===== config.mk =====
export PLATFORM = sky130hd
export DESIGN_NAME = timer_prescaler_reload_solver
export DESIGN_NICKNAME = d
export VERILOG_FILES = /design/src/hdl/tprs_pkg.sv /design/src/hdl/tprs_div.sv /design/src/hdl/tprs_solver.sv /design/src/hdl/timer_prescaler_reload_solver.sv
export SDC_FILE = /design/constraint.sdc
export NUM_CORES = 2
export LEC_CHECK = 0
export BUFFER_PORTS_ARGS = -buffer_cell sky130_fd_sc_hd__buf_2
export CAP_MARGIN = 20
export CELL_PAD_IN_SITES_DETAIL_PLACEMENT = 1
export CELL_PAD_IN_SITES_GLOBAL_PLACEMENT = 2
export CORE_ASPECT_RATIO = 0.8
export CORE_UTILIZATION = 26
export CTS_CLUSTER_DIAMETER = 150
export DETAILED_ROUTE_END_ITERATION = 10
export PLACE_DENSITY = 0.58
export SLEW_MARGIN = 20
export SYNTH_ARGS = -nofsm -noshare
export SYNTH_HDL_FRONTEND = slang
export SYNTH_SLANG_ARGS = --single-unit

===== constraint.sdc =====
create_clock -name clk_i -period 14.5 [get_ports clk_i]
set_input_delay 3.625 -clock clk_i [delete_from_list [all_inputs] [get_ports clk_i]]
set_output_delay 3.625 -clock clk_i [all_outputs]
set_load 0.05 [all_outputs]

===== src/hdl/tprs_pkg.sv =====
package tprs_pkg;

  // time unit codes of a request
  localparam logic [1:0] UNIT_NONE = 2'd0;
  localparam logic [1:0] UNIT_S    = 2'd1;
  localparam logic [1:0] UNIT_MS   = 2'd2;
  localparam logic [1:0] UNIT_US   = 2'd3;

  // result source codes
  localparam logic [1:0] SRC_NONE   = 2'd0;
  localparam logic [1:0] SRC_MANUAL = 2'd1;
  localparam logic [1:0] SRC_PERIOD = 2'd2;
  localparam logic [1:0] SRC_FREQ   = 2'd3;

  // configuration register indexes
  localparam logic CFG_CLOCK = 1'b0;
  localparam logic CFG_WIDE  = 1'b1;

  localparam logic [31:0] CLOCK_RESET_HZ = 32'd84000000;

  // factor select, stripped in this order
  localparam logic [1:0] FSEL_5 = 2'd0;
  localparam logic [1:0] FSEL_3 = 2'd1;
  localparam logic [1:0] FSEL_2 = 2'd2;

  // 1000000 / freq: dividend fits in 20 bits
  localparam int unsigned DIV_BITS = 20;
  localparam logic [DIV_BITS-1:0] DIV_DIVIDEND = 20'd1000000;
  localparam int unsigned DIV_CNT_W = $clog2(DIV_BITS);

  typedef struct packed {
    logic       start;
    logic       use_freq;
    logic [1:0] unit;
  } solve_req_t;

  // reciprocal multiplier for clk / u (exact for all 32-bit clk)
  function automatic logic [31:0] unit_recip(input logic [1:0] unit);
    logic [31:0] r;
    unique case (unit)
      UNIT_MS: r = 32'h10624DD3;
      UNIT_US: r = 32'h431BDE83;
      default: r = 32'd1;
    endcase
    return r;
  endfunction

  function automatic logic [31:0] unit_quot(input logic [63:0] prod, input logic [1:0] unit);
    logic [31:0] q;
    unique case (unit)
      UNIT_MS: q = 32'(prod[63:38]);
      UNIT_US: q = 32'(prod[63:50]);
      default: q = prod[31:0];
    endcase
    return q;
  endfunction

  function automatic logic [31:0] unit_value(input logic [1:0] unit);
    logic [31:0] v;
    unique case (unit)
      UNIT_MS: v = 32'd1000;
      UNIT_US: v = 32'd1000000;
      default: v = 32'd1;
    endcase
    return v;
  endfunction

  // reciprocal multiplier for q / f, f in 5, 3, 2
  function automatic logic [31:0] fac_recip(input logic [1:0] fsel);
    logic [31:0] r;
    unique case (fsel)
      FSEL_5:  r = 32'hCCCCCCCD;
      FSEL_3:  r = 32'hAAAAAAAB;
      default: r = 32'h80000000;
    endcase
    return r;
  endfunction

  function automatic logic [31:0] fac_quot(input logic [63:0] prod, input logic [1:0] fsel);
    logic [31:0] q;
    unique case (fsel)
      FSEL_5:  q = 32'(prod[63:34]);
      FSEL_3:  q = 32'(prod[63:33]);
      default: q = prod[63:32];
    endcase
    return q;
  endfunction

  function automatic logic [31:0] fac_times(input logic [31:0] x, input logic [1:0] fsel);
    logic [31:0] p;
    unique case (fsel)
      FSEL_5:  p = (x << 2) + x;
      FSEL_3:  p = (x << 1) + x;
      default: p = x << 1;
    endcase
    return p;
  endfunction

  // prescaler limit divided by the factor
  function automatic logic [31:0] fac_limit(input logic [1:0] fsel, input logic wide);
    logic [31:0] l;
    unique case (fsel)
      FSEL_5:  l = wide ? 32'd858993459  : 32'd13107;
      FSEL_3:  l = wide ? 32'd1431655765 : 32'd21845;
      default: l = wide ? 32'd2147483647 : 32'd32767;
    endcase
    return l;
  endfunction

endpackage


===== src/hdl/tprs_div.sv =====
module tprs_div (
  input  logic                          clk_i,
  input  logic                          rst_ni,
  input  logic                          start_i,
  input  logic [31:0]                   divisor_i,
  output logic                          done_o,
  output logic [tprs_pkg::DIV_BITS-1:0] quot_o
);
  import tprs_pkg::*;

  logic                 busy_q, busy_d;
  logic                 done_q, done_d;
  logic [DIV_CNT_W-1:0] cnt_q, cnt_d;
  logic [31:0]          rem_q, rem_d;
  logic [31:0]          dvs_q, dvs_d;
  logic [DIV_BITS-1:0]  quo_q, quo_d;
  logic [DIV_CNT_W-1:0] bit_idx;
  logic [32:0]          trial;
  logic                 last;

  // restoring division of a constant dividend, one bit per cycle
  always_comb begin
    bit_idx = DIV_CNT_W'(DIV_BITS - 1) - cnt_q;
    trial   = {rem_q, DIV_DIVIDEND[bit_idx]};
    last    = (cnt_q == DIV_CNT_W'(DIV_BITS - 1));
    busy_d  = busy_q;
    done_d  = 1'b0;
    cnt_d   = cnt_q;
    rem_d   = rem_q;
    dvs_d   = dvs_q;
    quo_d   = quo_q;
    if (start_i) begin
      busy_d = 1'b1;
      cnt_d  = '0;
      rem_d  = '0;
      dvs_d  = divisor_i;
    end else if (busy_q) begin
      if (trial >= {1'b0, dvs_q}) begin
        rem_d = 32'(trial - {1'b0, dvs_q});
        quo_d = {quo_q[DIV_BITS-2:0], 1'b1};
      end else begin
        rem_d = trial[31:0];
        quo_d = {quo_q[DIV_BITS-2:0], 1'b0};
      end
      cnt_d = cnt_q + 1'b1;
      if (last) begin
        busy_d = 1'b0;
        done_d = 1'b1;
      end
    end
  end

  always_ff @(posedge clk_i or negedge rst_ni) begin
    if (!rst_ni) begin
      busy_q <= 1'b0;
      done_q <= 1'b0;
      cnt_q  <= '0;
    end else begin
      busy_q <= busy_d;
      done_q <= done_d;
      cnt_q  <= cnt_d;
    end
  end

  always_ff @(posedge clk_i) begin
    rem_q <= rem_d;
    dvs_q <= dvs_d;
    quo_q <= quo_d;
  end

  assign done_o = done_q;
  assign quot_o = quo_q;

endmodule


===== src/hdl/tprs_solver.sv =====
module tprs_solver (
  input  logic                 clk_i,
  input  logic                 rst_ni,
  input  tprs_pkg::solve_req_t req_i,
  input  logic [31:0]          period_i,
  input  logic [31:0]          freq_i,
  input  logic [31:0]          clock_hz_i,
  input  logic                 wide_i,
  output logic                 done_o,
  output logic [31:0]          psc_o,
  output logic [31:0]          cnt_o
);
  import tprs_pkg::*;

  localparam logic [2:0] ST_IDLE     = 3'd0;
  localparam logic [2:0] ST_DIV      = 3'd1;
  localparam logic [2:0] ST_INIT_MUL = 3'd2;
  localparam logic [2:0] ST_INIT_CHK = 3'd3;
  localparam logic [2:0] ST_STEP_A   = 3'd4;
  localparam logic [2:0] ST_STEP_B   = 3'd5;
  localparam logic [2:0] ST_DONE     = 3'd6;

  logic [2:0]  state_q, state_d;
  logic [1:0]  fsel_q, fsel_d;
  logic [1:0]  unit_q, unit_d;
  logic [31:0] period_q, period_d;
  logic [31:0] q_q, q_d;        // clk / u
  logic [31:0] quot_q, quot_d;  // q / f candidate
  logic [31:0] psc_q, psc_d;
  logic [31:0] cnt_q, cnt_d;

  logic [31:0] mul_a, mul_b;
  logic [63:0] prod;
  logic        div_done;
  logic [DIV_BITS-1:0] div_quot;
  logic        step_ok;

  tprs_div u_div (
    .clk_i     (clk_i),
    .rst_ni    (rst_ni),
    .start_i   (req_i.start && req_i.use_freq && (state_q == ST_IDLE)),
    .divisor_i (freq_i),
    .done_o    (div_done),
    .quot_o    (div_quot)
  );

  // the one shared multiplier
  always_comb begin
    unique case (state_q)
      ST_INIT_MUL: begin
        mul_a = clock_hz_i;
        mul_b = unit_recip(unit_q);
      end
      ST_INIT_CHK: begin
        mul_a = q_q;
        mul_b = unit_value(unit_q);
      end
      ST_STEP_A: begin
        mul_a = q_q;
        mul_b = fac_recip(fsel_q);
      end
      default: begin
        mul_a = quot_q;
        mul_b = period_q;
      end
    endcase
    prod = {32'd0, mul_a} * {32'd0, mul_b};
  end

  // factor divides q, prescaler stays below limit, factor 2 keeps count above one
  assign step_ok = (fac_times(quot_q, fsel_q) == q_q)
                && (psc_q < fac_limit(fsel_q, wide_i))
                && ((fsel_q != FSEL_2) || (prod[31:0] > 32'd1));

  always_comb begin
    state_d  = state_q;
    fsel_d   = fsel_q;
    unit_d   = unit_q;
    period_d = period_q;
    q_d      = q_q;
    quot_d   = quot_q;
    psc_d    = psc_q;
    cnt_d    = cnt_q;
    unique case (state_q)
      ST_IDLE: begin
        if (req_i.start) begin
          psc_d    = 32'd1;
          cnt_d    = 32'd1;
          fsel_d   = FSEL_5;
          period_d = period_i;
          unit_d   = req_i.use_freq ? UNIT_US : req_i.unit;
          state_d  = req_i.use_freq ? ST_DIV : ST_INIT_MUL;
        end
      end
      ST_DIV: begin
        if (div_done) begin
          period_d = 32'(div_quot);
          state_d  = ST_INIT_MUL;
        end
      end
      ST_INIT_MUL: begin
        q_d     = unit_quot(prod, unit_q);
        state_d = ST_INIT_CHK;
      end
      ST_INIT_CHK: begin
        // clk not a multiple of u: no factor can ever be taken
        state_d = (prod[31:0] == clock_hz_i) ? ST_STEP_A : ST_DONE;
      end
      ST_STEP_A: begin
        quot_d  = fac_quot(prod, fsel_q);
        state_d = ST_STEP_B;
      end
      ST_STEP_B: begin
        if (step_ok) begin
          q_d     = quot_q;
          psc_d   = fac_times(psc_q, fsel_q);
          cnt_d   = prod[31:0];
          state_d = ST_STEP_A;
        end else if (fsel_q == FSEL_2) begin
          state_d = ST_DONE;
        end else begin
          fsel_d  = fsel_q + 2'd1;
          state_d = ST_STEP_A;
        end
      end
      ST_DONE: state_d = ST_IDLE;
      default: state_d = ST_IDLE;
    endcase
  end

  always_ff @(posedge clk_i or negedge rst_ni) begin
    if (!rst_ni) begin
      state_q <= ST_IDLE;
      fsel_q  <= FSEL_5;
    end else begin
      state_q <= state_d;
      fsel_q  <= fsel_d;
    end
  end

  always_ff @(posedge clk_i) begin
    unit_q   <= unit_d;
    period_q <= period_d;
    q_q      <= q_d;
    quot_q   <= quot_d;
    psc_q    <= psc_d;
    cnt_q    <= cnt_d;
  end

  assign done_o = (state_q == ST_DONE);
  assign psc_o  = psc_q;
  assign cnt_o  = cnt_q;

endmodule


===== src/hdl/timer_prescaler_reload_solver.sv =====
// Timer prescaler / reload solver.
// Input channel (in_valid_i / in_ready_o): one request per transfer. A manual
// pair (both nonzero) wins, then a period with a time unit, then a target
// frequency. Output channel (out_valid_o / out_ready_i): one result per
// request, carrying the held prescaler and reload values, the source used and
// the preload flag.
// Config port: cfg_we_i writes cfg_data_i to register cfg_idx_i
// (0: timer clock in Hz, 1: wide prescaler limit). Write only while idle.
// Manual or no-source requests give a result in the cycle after the transfer.
// A period solve finds clock / unit, ends with no factor taken when the clock
// is not a multiple of the unit, else strips factors 5, 3, 2; every step is
// two passes through the one shared 32x32 multiplier. A frequency solve first
// runs the bit-serial 1000000 / frequency divider.
// One request is in flight at a time; in_ready_o is low while solving.
// The result sits in the output register until taken; a new request is
// accepted in the same cycle the old result transfers.
// Reset: clock register 84 MHz, narrow limit, held values zero, no result.
module timer_prescaler_reload_solver (
  input  logic        clk_i,
  input  logic        rst_ni,
  input  logic        cfg_we_i,
  input  logic        cfg_idx_i,
  input  logic [31:0] cfg_data_i,
  input  logic        in_valid_i,
  output logic        in_ready_o,
  input  logic [31:0] manual_prescale_i,
  input  logic [31:0] manual_reload_i,
  input  logic [31:0] period_amount_i,
  input  logic [1:0]  time_unit_i,
  input  logic [31:0] target_freq_hz_i,
  input  logic        preload_request_i,
  output logic        out_valid_o,
  input  logic        out_ready_i,
  output logic [31:0] prescale_reg_o,
  output logic [31:0] reload_reg_o,
  output logic [1:0]  value_source_o,
  output logic        preload_on_o
);
  import tprs_pkg::*;

  logic [31:0] clock_hz_q;
  logic        wide_q;
  logic [31:0] held_psc_q, held_psc_d;
  logic [31:0] held_rld_q, held_rld_d;
  logic        busy_q, busy_d;
  logic        out_valid_q, out_valid_d;
  logic [1:0]  src_q, src_d;
  logic        pre_q, pre_d;

  logic        in_fire;
  logic        is_manual, is_period, is_freq;
  solve_req_t  req;
  logic        sol_done;
  logic [31:0] sol_psc, sol_cnt;

  assign in_ready_o = !busy_q && (!out_valid_q || out_ready_i);
  assign in_fire    = in_valid_i && in_ready_o;

  assign is_manual = (manual_prescale_i != 32'd0) && (manual_reload_i != 32'd0);
  assign is_period = (period_amount_i != 32'd0) && (time_unit_i != UNIT_NONE);
  assign is_freq   = (target_freq_hz_i != 32'd0);

  always_comb begin
    req.start    = in_fire && !is_manual && (is_period || is_freq);
    req.use_freq = !is_period;
    req.unit     = time_unit_i;
  end

  tprs_solver u_solver (
    .clk_i      (clk_i),
    .rst_ni     (rst_ni),
    .req_i      (req),
    .period_i   (period_amount_i),
    .freq_i     (target_freq_hz_i),
    .clock_hz_i (clock_hz_q),
    .wide_i     (wide_q),
    .done_o     (sol_done),
    .psc_o      (sol_psc),
    .cnt_o      (sol_cnt)
  );

  always_comb begin
    held_psc_d  = held_psc_q;
    held_rld_d  = held_rld_q;
    busy_d      = busy_q;
    out_valid_d = out_valid_q;
    src_d       = src_q;
    pre_d       = pre_q;
    if (out_valid_q && out_ready_i) begin
      out_valid_d = 1'b0;
    end
    if (in_fire) begin
      pre_d = preload_request_i;
      if (is_manual) begin
        held_psc_d  = manual_prescale_i - 32'd1;
        held_rld_d  = manual_reload_i - 32'd1;
        src_d       = SRC_MANUAL;
        out_valid_d = 1'b1;
      end else if (is_period) begin
        src_d  = SRC_PERIOD;
        busy_d = 1'b1;
      end else if (is_freq) begin
        src_d  = SRC_FREQ;
        busy_d = 1'b1;
      end else begin
        // nothing given: held values stay
        src_d       = SRC_NONE;
        out_valid_d = 1'b1;
      end
    end
    if (sol_done) begin
      held_psc_d  = sol_psc - 32'd1;
      held_rld_d  = sol_cnt - 32'd1;  // count of zero wraps
      busy_d      = 1'b0;
      out_valid_d = 1'b1;
    end
  end

  always_ff @(posedge clk_i or negedge rst_ni) begin
    if (!rst_ni) begin
      clock_hz_q  <= CLOCK_RESET_HZ;
      wide_q      <= 1'b0;
      held_psc_q  <= '0;
      held_rld_q  <= '0;
      busy_q      <= 1'b0;
      out_valid_q <= 1'b0;
      src_q       <= SRC_NONE;
      pre_q       <= 1'b0;
    end else begin
      if (cfg_we_i) begin
        unique case (cfg_idx_i)
          CFG_CLOCK: clock_hz_q <= cfg_data_i;
          CFG_WIDE:  wide_q     <= cfg_data_i[0];
          default:   ;
        endcase
      end
      held_psc_q  <= held_psc_d;
      held_rld_q  <= held_rld_d;
      busy_q      <= busy_d;
      out_valid_q <= out_valid_d;
      src_q       <= src_d;
      pre_q       <= pre_d;
    end
  end

  // held values stay put while a result waits, so they drive the port directly
  assign out_valid_o    = out_valid_q;
  assign prescale_reg_o = held_psc_q;
  assign reload_reg_o   = held_rld_q;
  assign value_source_o = src_q;
  assign preload_on_o   = pre_q && (held_psc_q != 32'd0) && (held_rld_q != 32'd0);

  a_busy_blocks_input : assert property (@(posedge clk_i) disable iff (!rst_ni)
    busy_q |-> !in_ready_o)
    else $error("request taken while solving");

  a_done_only_busy : assert property (@(posedge clk_i) disable iff (!rst_ni)
    sol_done |-> busy_q && !out_valid_q)
    else $error("solver finished with no request pending");

  a_manual_next : assert property (@(posedge clk_i) disable iff (!rst_ni)
    (in_fire && is_manual) |=> out_valid_o && (value_source_o == SRC_MANUAL))
    else $error("manual result not presented next cycle");

  a_solve_source : assert property (@(posedge clk_i) disable iff (!rst_ni)
    busy_q |-> (src_q == SRC_PERIOD) || (src_q == SRC_FREQ))
    else $error("solver running for a non-solve source");

endmodule


# Word-level counts from Yosys, hierarchy flattened
# Memory sizes are Yosys's and may differ from the RTL's.
# Cells that the tools add are included.
dict set report totals {
  ff_bits 360
  mem_bits_ro 32
  input_bits 169
  out_inout_bits 69
  word_cells 175
  memories 1
}
dict set report classes {
  add_sub_neg 12
  n_mul 1
  order_cmp 4
  eq_ne 20
  n_mux 65
  n_bitwise 2
  reduce_logical 48
}
# name words word_bits rd rd_clocked_by_memory_dff wr line_no
set memory_table {}
lappend memory_table {{(no name shown)} 32 1 1 0 0 tprs_div.sv:24} ;# trial = {rem_q, DIV_DIVIDEND[bit_idx]};
# operator count
set op_table {}
lappend op_table {{one-hot mux 32 bit (2 select lines)} 10}
lappend op_table {{2-to-1 mux 32 bit} 13}
lappend op_table {{nonzero test 32 bit} 6}
lappend op_table {{adder 32 bit} 4}
lappend op_table {{subtractor 32 x 1 -> 32 bit (second input constant)} 4}
lappend op_table {{one-hot mux 31 bit (2 select lines)} 2}
lappend op_table {{one-hot mux 32 bit (3 select lines)} 1}
lappend op_table {{equality test 32 bit} 2}
lappend op_table {{multiplier 32 x 32 -> 64 bit} 1}
lappend op_table {{2-to-1 mux 31 bit} 2}
lappend op_table {{one-hot mux 20 bit (2 select lines)} 1}
lappend op_table {{>= comparator 33 x 32 -> 1 bit} 1}
lappend op_table {{greater-than comparator 32 x 1 -> 1 bit (second input constant)} 1}
lappend op_table {{less-than comparator 32 bit} 1}
lappend op_table {{subtractor 32 bit} 1}
lappend op_table {{2-to-1 mux 30 bit} 1}
lappend op_table {{2-to-1 mux 1 bit} 19}
lappend op_table {{2-to-1 mux 2 bit} 9}
lappend op_table {{one-hot mux 3 bit (6 select lines)} 1}
lappend op_table {{AND reduction 2 bit} 7}
lappend op_table {{nonzero test 2 bit} 7}
lappend op_table {{logical AND 1 bit} 13}
lappend op_table {{2-to-1 mux 5 bit} 2}
lappend op_table {{equality test 3 bit (second input constant)} 3}
lappend op_table {{other kinds (22)} 40}

# Logic depth before layout (Yosys ltp)
dict set report depth {
  word_depth 10
  mapped_depth 41
  depth_no_buf 36
}

# By module
# A second synthesis with hierarchy kept.
dict set report unflattened {
  cells_unflattened 7156
  hier_area_um2 63080.5
}
# mod n_inst cells_each area_each_um2 seq_area_each_um2
set modules_own_cells {}
lappend modules_own_cells {tprs_solver 1 5901 50474.7 4989.8}
lappend modules_own_cells {timer_prescaler_reload_solver 1 724 7283.2 2563.7}
lappend modules_own_cells {tprs_div 1 531 5322.6 2377.3}

# Least setup slack after synthesis
# OpenSTA, ideal clock, no wires.
dict set report synth_path {
  path_type {register to register}
  start {reg u_solver.state_q[1]}
  end {reg u_solver.cnt_q[0], in the netlist u_solver.cnt_o[0] (enable)}
  setup_time_ns 0.574
  arrival_time_ns 14.329
  required_time_ns 13.926
  setup_slack_ns -0.404
  path_stages_with_launch 36
  path_buffers 4
  period_less_slack_ns 14.904
  path_cell_list {dfrtp_1 clkbuf_1 nor2_1 nand2_1 inv_1 clkbuf_1 nand2_1 a21boi_0 clkbuf_1 nor2_1 fa_1 inv_1 fa_1 fa_1 fa_1 inv_1 fa_1 inv_1 fa_1 inv_1 fa_1 fa_1 ha_1 buf_2 nand4_1 or4_1 a2111oi_1 a211oi_2 nand4b_1 o211a_1 or4bb_1 nor4_1 a2111oi_0 o2111a_2 nand2_1 o21ai_0}
}
dict set report synth_via {
  elab_chain_len 9
  word_cells_on_any_way 16
  cone_classes {mul: 1; order compare: 1; eq/ne: 6; mux: 2; reduce/logical: 6}
}
# element line_no
set synth_rtl {}
lappend synth_rtl {{start, declared} tprs_solver.sv:23} ;# logic [2:0] state_q, state_d;
lappend synth_rtl {{start signal, assigned} tprs_solver.sv:136} ;# state_q <= state_d;
lappend synth_rtl {{equality test 3 x 2 -> 1 bit / equality test 3 bit (equally long branches)} tprs_solver.sv:49} ;# unique case (state_q)
lappend synth_rtl {{OR reduction 2 bit (no line)} -}
lappend synth_rtl {{one-hot mux 32 bit (2 select lines)} tprs_solver.sv:49}
lappend synth_rtl {{multiplier 32 x 32 -> 64 bit} tprs_solver.sv:67} ;# prod = {32'd0, mul_a} * {32'd0, mul_b};
lappend synth_rtl {{greater-than comparator 32 x 1 -> 1 bit} tprs_solver.sv:73} ;# && ((fsel_q != FSEL_2) || (prod[31:0] > 32'd1));
lappend synth_rtl {{logical OR 1 bit} tprs_solver.sv:73}
lappend synth_rtl {{logical AND 1 bit} tprs_solver.sv:73}
lappend synth_rtl {{inequality test 2 x 1 -> 1 bit (no line)} -}
lappend synth_rtl {{AND reduction 3 bit (no line) (*)} -}
lappend synth_rtl {{end signal, assigned} tprs_solver.sv:147} ;# cnt_q <= cnt_d;
lappend synth_rtl {{end, declared} tprs_solver.sv:30} ;# logic [31:0] cnt_q, cnt_d;
# Mark *: on every way between the ends. The rest lies on a longest branch, timed or not.
# A chain may end at the register's enable or synchronous reset.

# Worst setup path after layout
dict set report layout_path {
  start {reg u_solver.state_q[2]}
  end {reg u_solver.cnt_q[28], in the netlist u_solver.cnt_o[28] (enable)}
}
# The elaborated chain is that of the path after synthesis.

==> results.sh <==
export IMPL_synth_edf_count=214
export IMPL_synth_area_per_cell_um2=8.65
export IMPL_htree_levels=2
export IMPL_ys_seq_elements=360
export IMPL_remaining_drc_errors=0
export IMPL_postSynthCellCount=7149
export IMPL_cpMaxStageDelayCell="sky130_fd_sc_hd__o221a_2"
export IMPL_fin_crit_sh_pct=91.0
export IMPL_max_freq_mhz=75.8
export IMPL_outcome="finished clean"
export IMPL_drtIter0Drc=4267
export IMPL_holdWs_ps=436
export IMPL_grt_overflow=0
export IMPL_worst_slew_margin_rel_pct=18.9
export IMPL_synthMuxAreaShare_pct=2.26
export IMPL_dp_worst_setup_slack_ps=1580
export IMPL_synth_largest_type_area_fraction_pct=29.2
export IMPL_place_port_buffers=237
export IMPL_avgViaCountPerCell=5.21
export IMPL_fin_skew_ps=62.2
export IMPL_crit_reg2reg_capture="u_solver.cnt_o[28]"
export IMPL_synthArstFlopShare_pct=31.7
export IMPL_postLayoutSetupSlackWorst_ps=1310
export IMPL_cts_sink_count=360
export IMPL_critPathMaxFanout=64
export IMPL_synth_area_top_cells="sky130_fd_sc_hd__fa_1 (29%), sky130_fd_sc_hd__edfxtp_1 (10%), sky130_fd_sc_hd__ha_1 (9.1%)"
export IMPL_die_area_mm2=0.240
export IMPL_final_area_mm2=0.0687
export IMPL_grt_start_max_net_pins=90
export IMPL_grt_pass1_vias=56800
export IMPL_fp_coreArea_mm2=0.236
export IMPL_synthSimpleGateAreaFrac_pct=16.6
export IMPL_timing_critical_path_required_ps=14820
export IMPL_synth_top_family_by_area="adder cells"
export IMPL_route_vias_total=54000
export IMPL_path_buf_inv=7
export IMPL_clk_insertion_delay_late_ps=730
export IMPL_synth_ff_type="sky130_fd_sc_hd__edfxtp_1"
export IMPL_cpLargestDelayFamily="adder cells"
export IMPL_grt_antenna_before_repair=14
export IMPL_r2r_start="u_solver.state_q[2]"
export IMPL_floorplan_io_pins=238
export IMPL_power_leakage_nw=30.0
export IMPL_hold_path_depth=0
export IMPL_cp_slowest_stage_delay_ps=880
export IMPL_critical_path_most_common_cell="sky130_fd_sc_hd__fa_1"
export IMPL_synth_seq_area_share_pct=16.1
export IMPL_min_from="u_solver.u_div.quot_o[17]"
export IMPL_mostFrequentLayoutCell="sky130_fd_sc_hd__inv_1"
export IMPL_tightest_slew_ps=1210
export IMPL_place_detailed_hpwl_um=229000
export IMPL_hold_end="u_solver.u_div.quot_o[18]"
export IMPL_row_count=159
export IMPL_worstSetupPathType="reg -> reg"
export IMPL_cp_end_kind="register"
export IMPL_syn2layout_area_growth_pct=11.1
export IMPL_synth_top_area_cell="sky130_fd_sc_hd__fa_1"
export IMPL_die_y_um=438
export IMPL_finalSetupTns_ps=0
export IMPL_start_util_pct=26.3
export IMPL_final_cell_mix="sky130_fd_sc_hd__inv_1 (980), sky130_fd_sc_hd__nand2_1 (936), sky130_fd_sc_hd__fa_1 (901)"
export IMPL_avgRoutedWirePerCell_um=27.2
export IMPL_cellPowerDensity_mw_per_mm2=38.8
export IMPL_critPathLaunchType="register"
export IMPL_die_width_um=547
export IMPL_detail_route_first_pass_iterations=6
export IMPL_routed_wirelength_um=282000
export IMPL_fin_crit_ps=13190
export IMPL_summed_instance_area_of_the_synthesized_netlist_mm2=0.0619
export IMPL_timing_critical_path_arrival_ps=13510
export IMPL_placed_area_mm2=0.0669
export IMPL_hold_path_class="reg -> reg"
export IMPL_fillerInstances=27600
export IMPL_path_depth_of_the_worst_reg2reg_path=32
export IMPL_synth_compound_area_share_pct=14.4
export IMPL_hold_buffers=0
export IMPL_rsz0062_at_grt="no"
export IMPL_hold_violations=0
export IMPL_synth_fa_ha_area_share_pct=38.3
export IMPL_synth_yosys_warnings=0
export IMPL_cap_viol_max_count=0
export IMPL_cts_root_to_sink_buffers=3
export IMPL_routabilityCongestion=0.905
export IMPL_worst_vdd_rail_ir_drop_v=0.0000976
export IMPL_dpl_cell_count=10300
export IMPL_synthDistinctLibCells=98
export IMPL_fraction_of_final_layout_cells_sized_beyond_drive_strength_1_pct=9.54
export IMPL_cts_resized=0
export IMPL_detail_route_antenna_nets=0
export IMPL_track_usage_pct=23.3
export IMPL_regToRegSetupSlack_ps=1310
export IMPL_tritoncts_num_buffers=50
export IMPL_first_pass_grt_wire_length_um=410000
export IMPL_number_of_nets_produced_by_synthesis=8671
export IMPL_xor_xnor_share_of_the_synthesized_area_pct=4.10
export IMPL_setup_viol=0
export IMPL_cts_tree="yes"
export IMPL_postCtsSetupBuffers=0
export IMPL_fin_cells=10400
export IMPL_cts_reportedPaths_clkPinSlew_ps=80
export IMPL_slew_violations=0
export IMPL_design_final_nets=8706
export IMPL_ctsRootBufferMaster="sky130_fd_sc_hd__clkbuf_16"
[registers in the layout (all words and copies together), names as in the netlist, 3 cells and up]
register,cells
clock_hz_q,32
prescale_reg_o,32
reload_reg_o,32
u_solver.cnt_o,32
u_solver.period_q,32
u_solver.psc_o,32
u_solver.q_q,32
u_solver.quot_q,32
u_solver.state_q,3
u_solver.u_div.cnt_q,5
u_solver.u_div.dvs_q,32
u_solver.u_div.quot_o,20
u_solver.u_div.rem_q,32
[where the power goes]
part / internal (mW) / switching (mW) / total, mW / leakage [nW]
Combinational: 0.0638 / 0.0955 / 0.159 / 25.8
Sequential: 1.10 / 0.0457 / 1.15 / 3.37
Clock: 0.763 / 0.595 / 1.36 / 0.851
Total: 1.93 / 0.737 / 2.66 / 30.0
[kinds of logic after synthesis]
group | Yosys count
buf+inv | 1371
compound gates | 1313
mux | 131
xor+xnor | 289
fa+ha+maj | 1353
simple gates | 2332
flops | 360
[cell type report]
type | count | area, µm² | area share [%]
clock inverter | 32 | 375 | 0.546
timing repair buffer | 369 | 2210 | 3.21
multi-input combinational | 5418 | 47200 | 68.7
inverter | 985 | 3700 | 5.38
antenna | 3 | 7.51 | 0.0109
clock buffer | 62 | 1350 | 1.96
tap | 3139 | 3930 | 5.72
sequential | 360 | 9940 | 14.5
[through the flow]
step	utilization (%)	power, mW
final	29.2	2.66
after global routing	29.2	2.75
after CTS	29.1	2.70
after detailed placement	28.4	1.33
after global placement	28.4	1.32
after floorplan	-	1.22
[synth_stat cells (16+ instances only)]
library cell,count
sky130_fd_sc_hd__dfxtp_1,32
sky130_fd_sc_hd__o21a_1,46
sky130_fd_sc_hd__a21o_1,115
sky130_fd_sc_hd__nor3_1,97
sky130_fd_sc_hd__o21ai_0,214
sky130_fd_sc_hd__mux2i_1,63
sky130_fd_sc_hd__nor2b_1,59
sky130_fd_sc_hd__or3_1,31
sky130_fd_sc_hd__a21oi_1,346
sky130_fd_sc_hd__o21bai_1,33
sky130_fd_sc_hd__inv_1,982
sky130_fd_sc_hd__o211ai_1,52
sky130_fd_sc_hd__and3_1,37
sky130_fd_sc_hd__edfxtp_1,214
sky130_fd_sc_hd__xor2_1,129
sky130_fd_sc_hd__xnor2_1,159
sky130_fd_sc_hd__a31oi_1,44
sky130_fd_sc_hd__buf_1,37
sky130_fd_sc_hd__o31ai_1,23
sky130_fd_sc_hd__nand2_1,936
sky130_fd_sc_hd__dfrtp_1,105
sky130_fd_sc_hd__fa_1,901
sky130_fd_sc_hd__a22oi_1,19
sky130_fd_sc_hd__nand4_1,61
sky130_fd_sc_hd__ha_1,452
sky130_fd_sc_hd__nand2b_1,51
sky130_fd_sc_hd__or2_2,27
sky130_fd_sc_hd__a221oi_1,28
sky130_fd_sc_hd__mux2_2,67
sky130_fd_sc_hd__nor4_1,70
sky130_fd_sc_hd__nor2_1,764
sky130_fd_sc_hd__a211o_1,20
sky130_fd_sc_hd__nor3b_1,16
sky130_fd_sc_hd__a211oi_1,84
sky130_fd_sc_hd__and2_1,49
sky130_fd_sc_hd__o221a_2,37
sky130_fd_sc_hd__nand3_1,80
sky130_fd_sc_hd__o221ai_1,42
sky130_fd_sc_hd__clkbuf_1,341
sky130_fd_sc_hd__o22ai_1,39
[routing by layer]
metal | share of wire [%] | global-route usage (%)
met1 | 49 | 35.1
met2 | 42 | 34.9
met3 | 5.5 | 2.56
met4 | 3.0 | 6.27
met5 | 0.0074 | 0
[worst register-to-register path, delay by kind of cell (launching register included)]
family / cells / cell delay [ps]
compound gates: 9 / 4170
xor+xnor: 1 / 370
fa+ha+maj: 9 / 4460
buf+inv: 7 / 1910
flops: 1 / 810
simple gates: 6 / 1010
[worst max path at each step]
stage / startpoint / to / slack, ps / cells past startpoint
after floorplan: u_solver.state_q[1] / u_solver.cnt_o[0] / 1330 / 35
after detailed placement: u_solver.state_q[2] / u_solver.cnt_o[27] / 1580 / 32
final: u_solver.state_q[2] / u_solver.cnt_o[28] / 1310 / 32
after global routing: u_solver.state_q[2] / u_solver.cnt_o[29] / 780 / 32
after CTS: u_solver.state_q[2] / u_solver.q_q[20] / 1490 / 31
after global placement: u_solver.state_q[2] / u_solver.q_q[30] / 1860 / 31
Power figures use the tool's default switching activity.
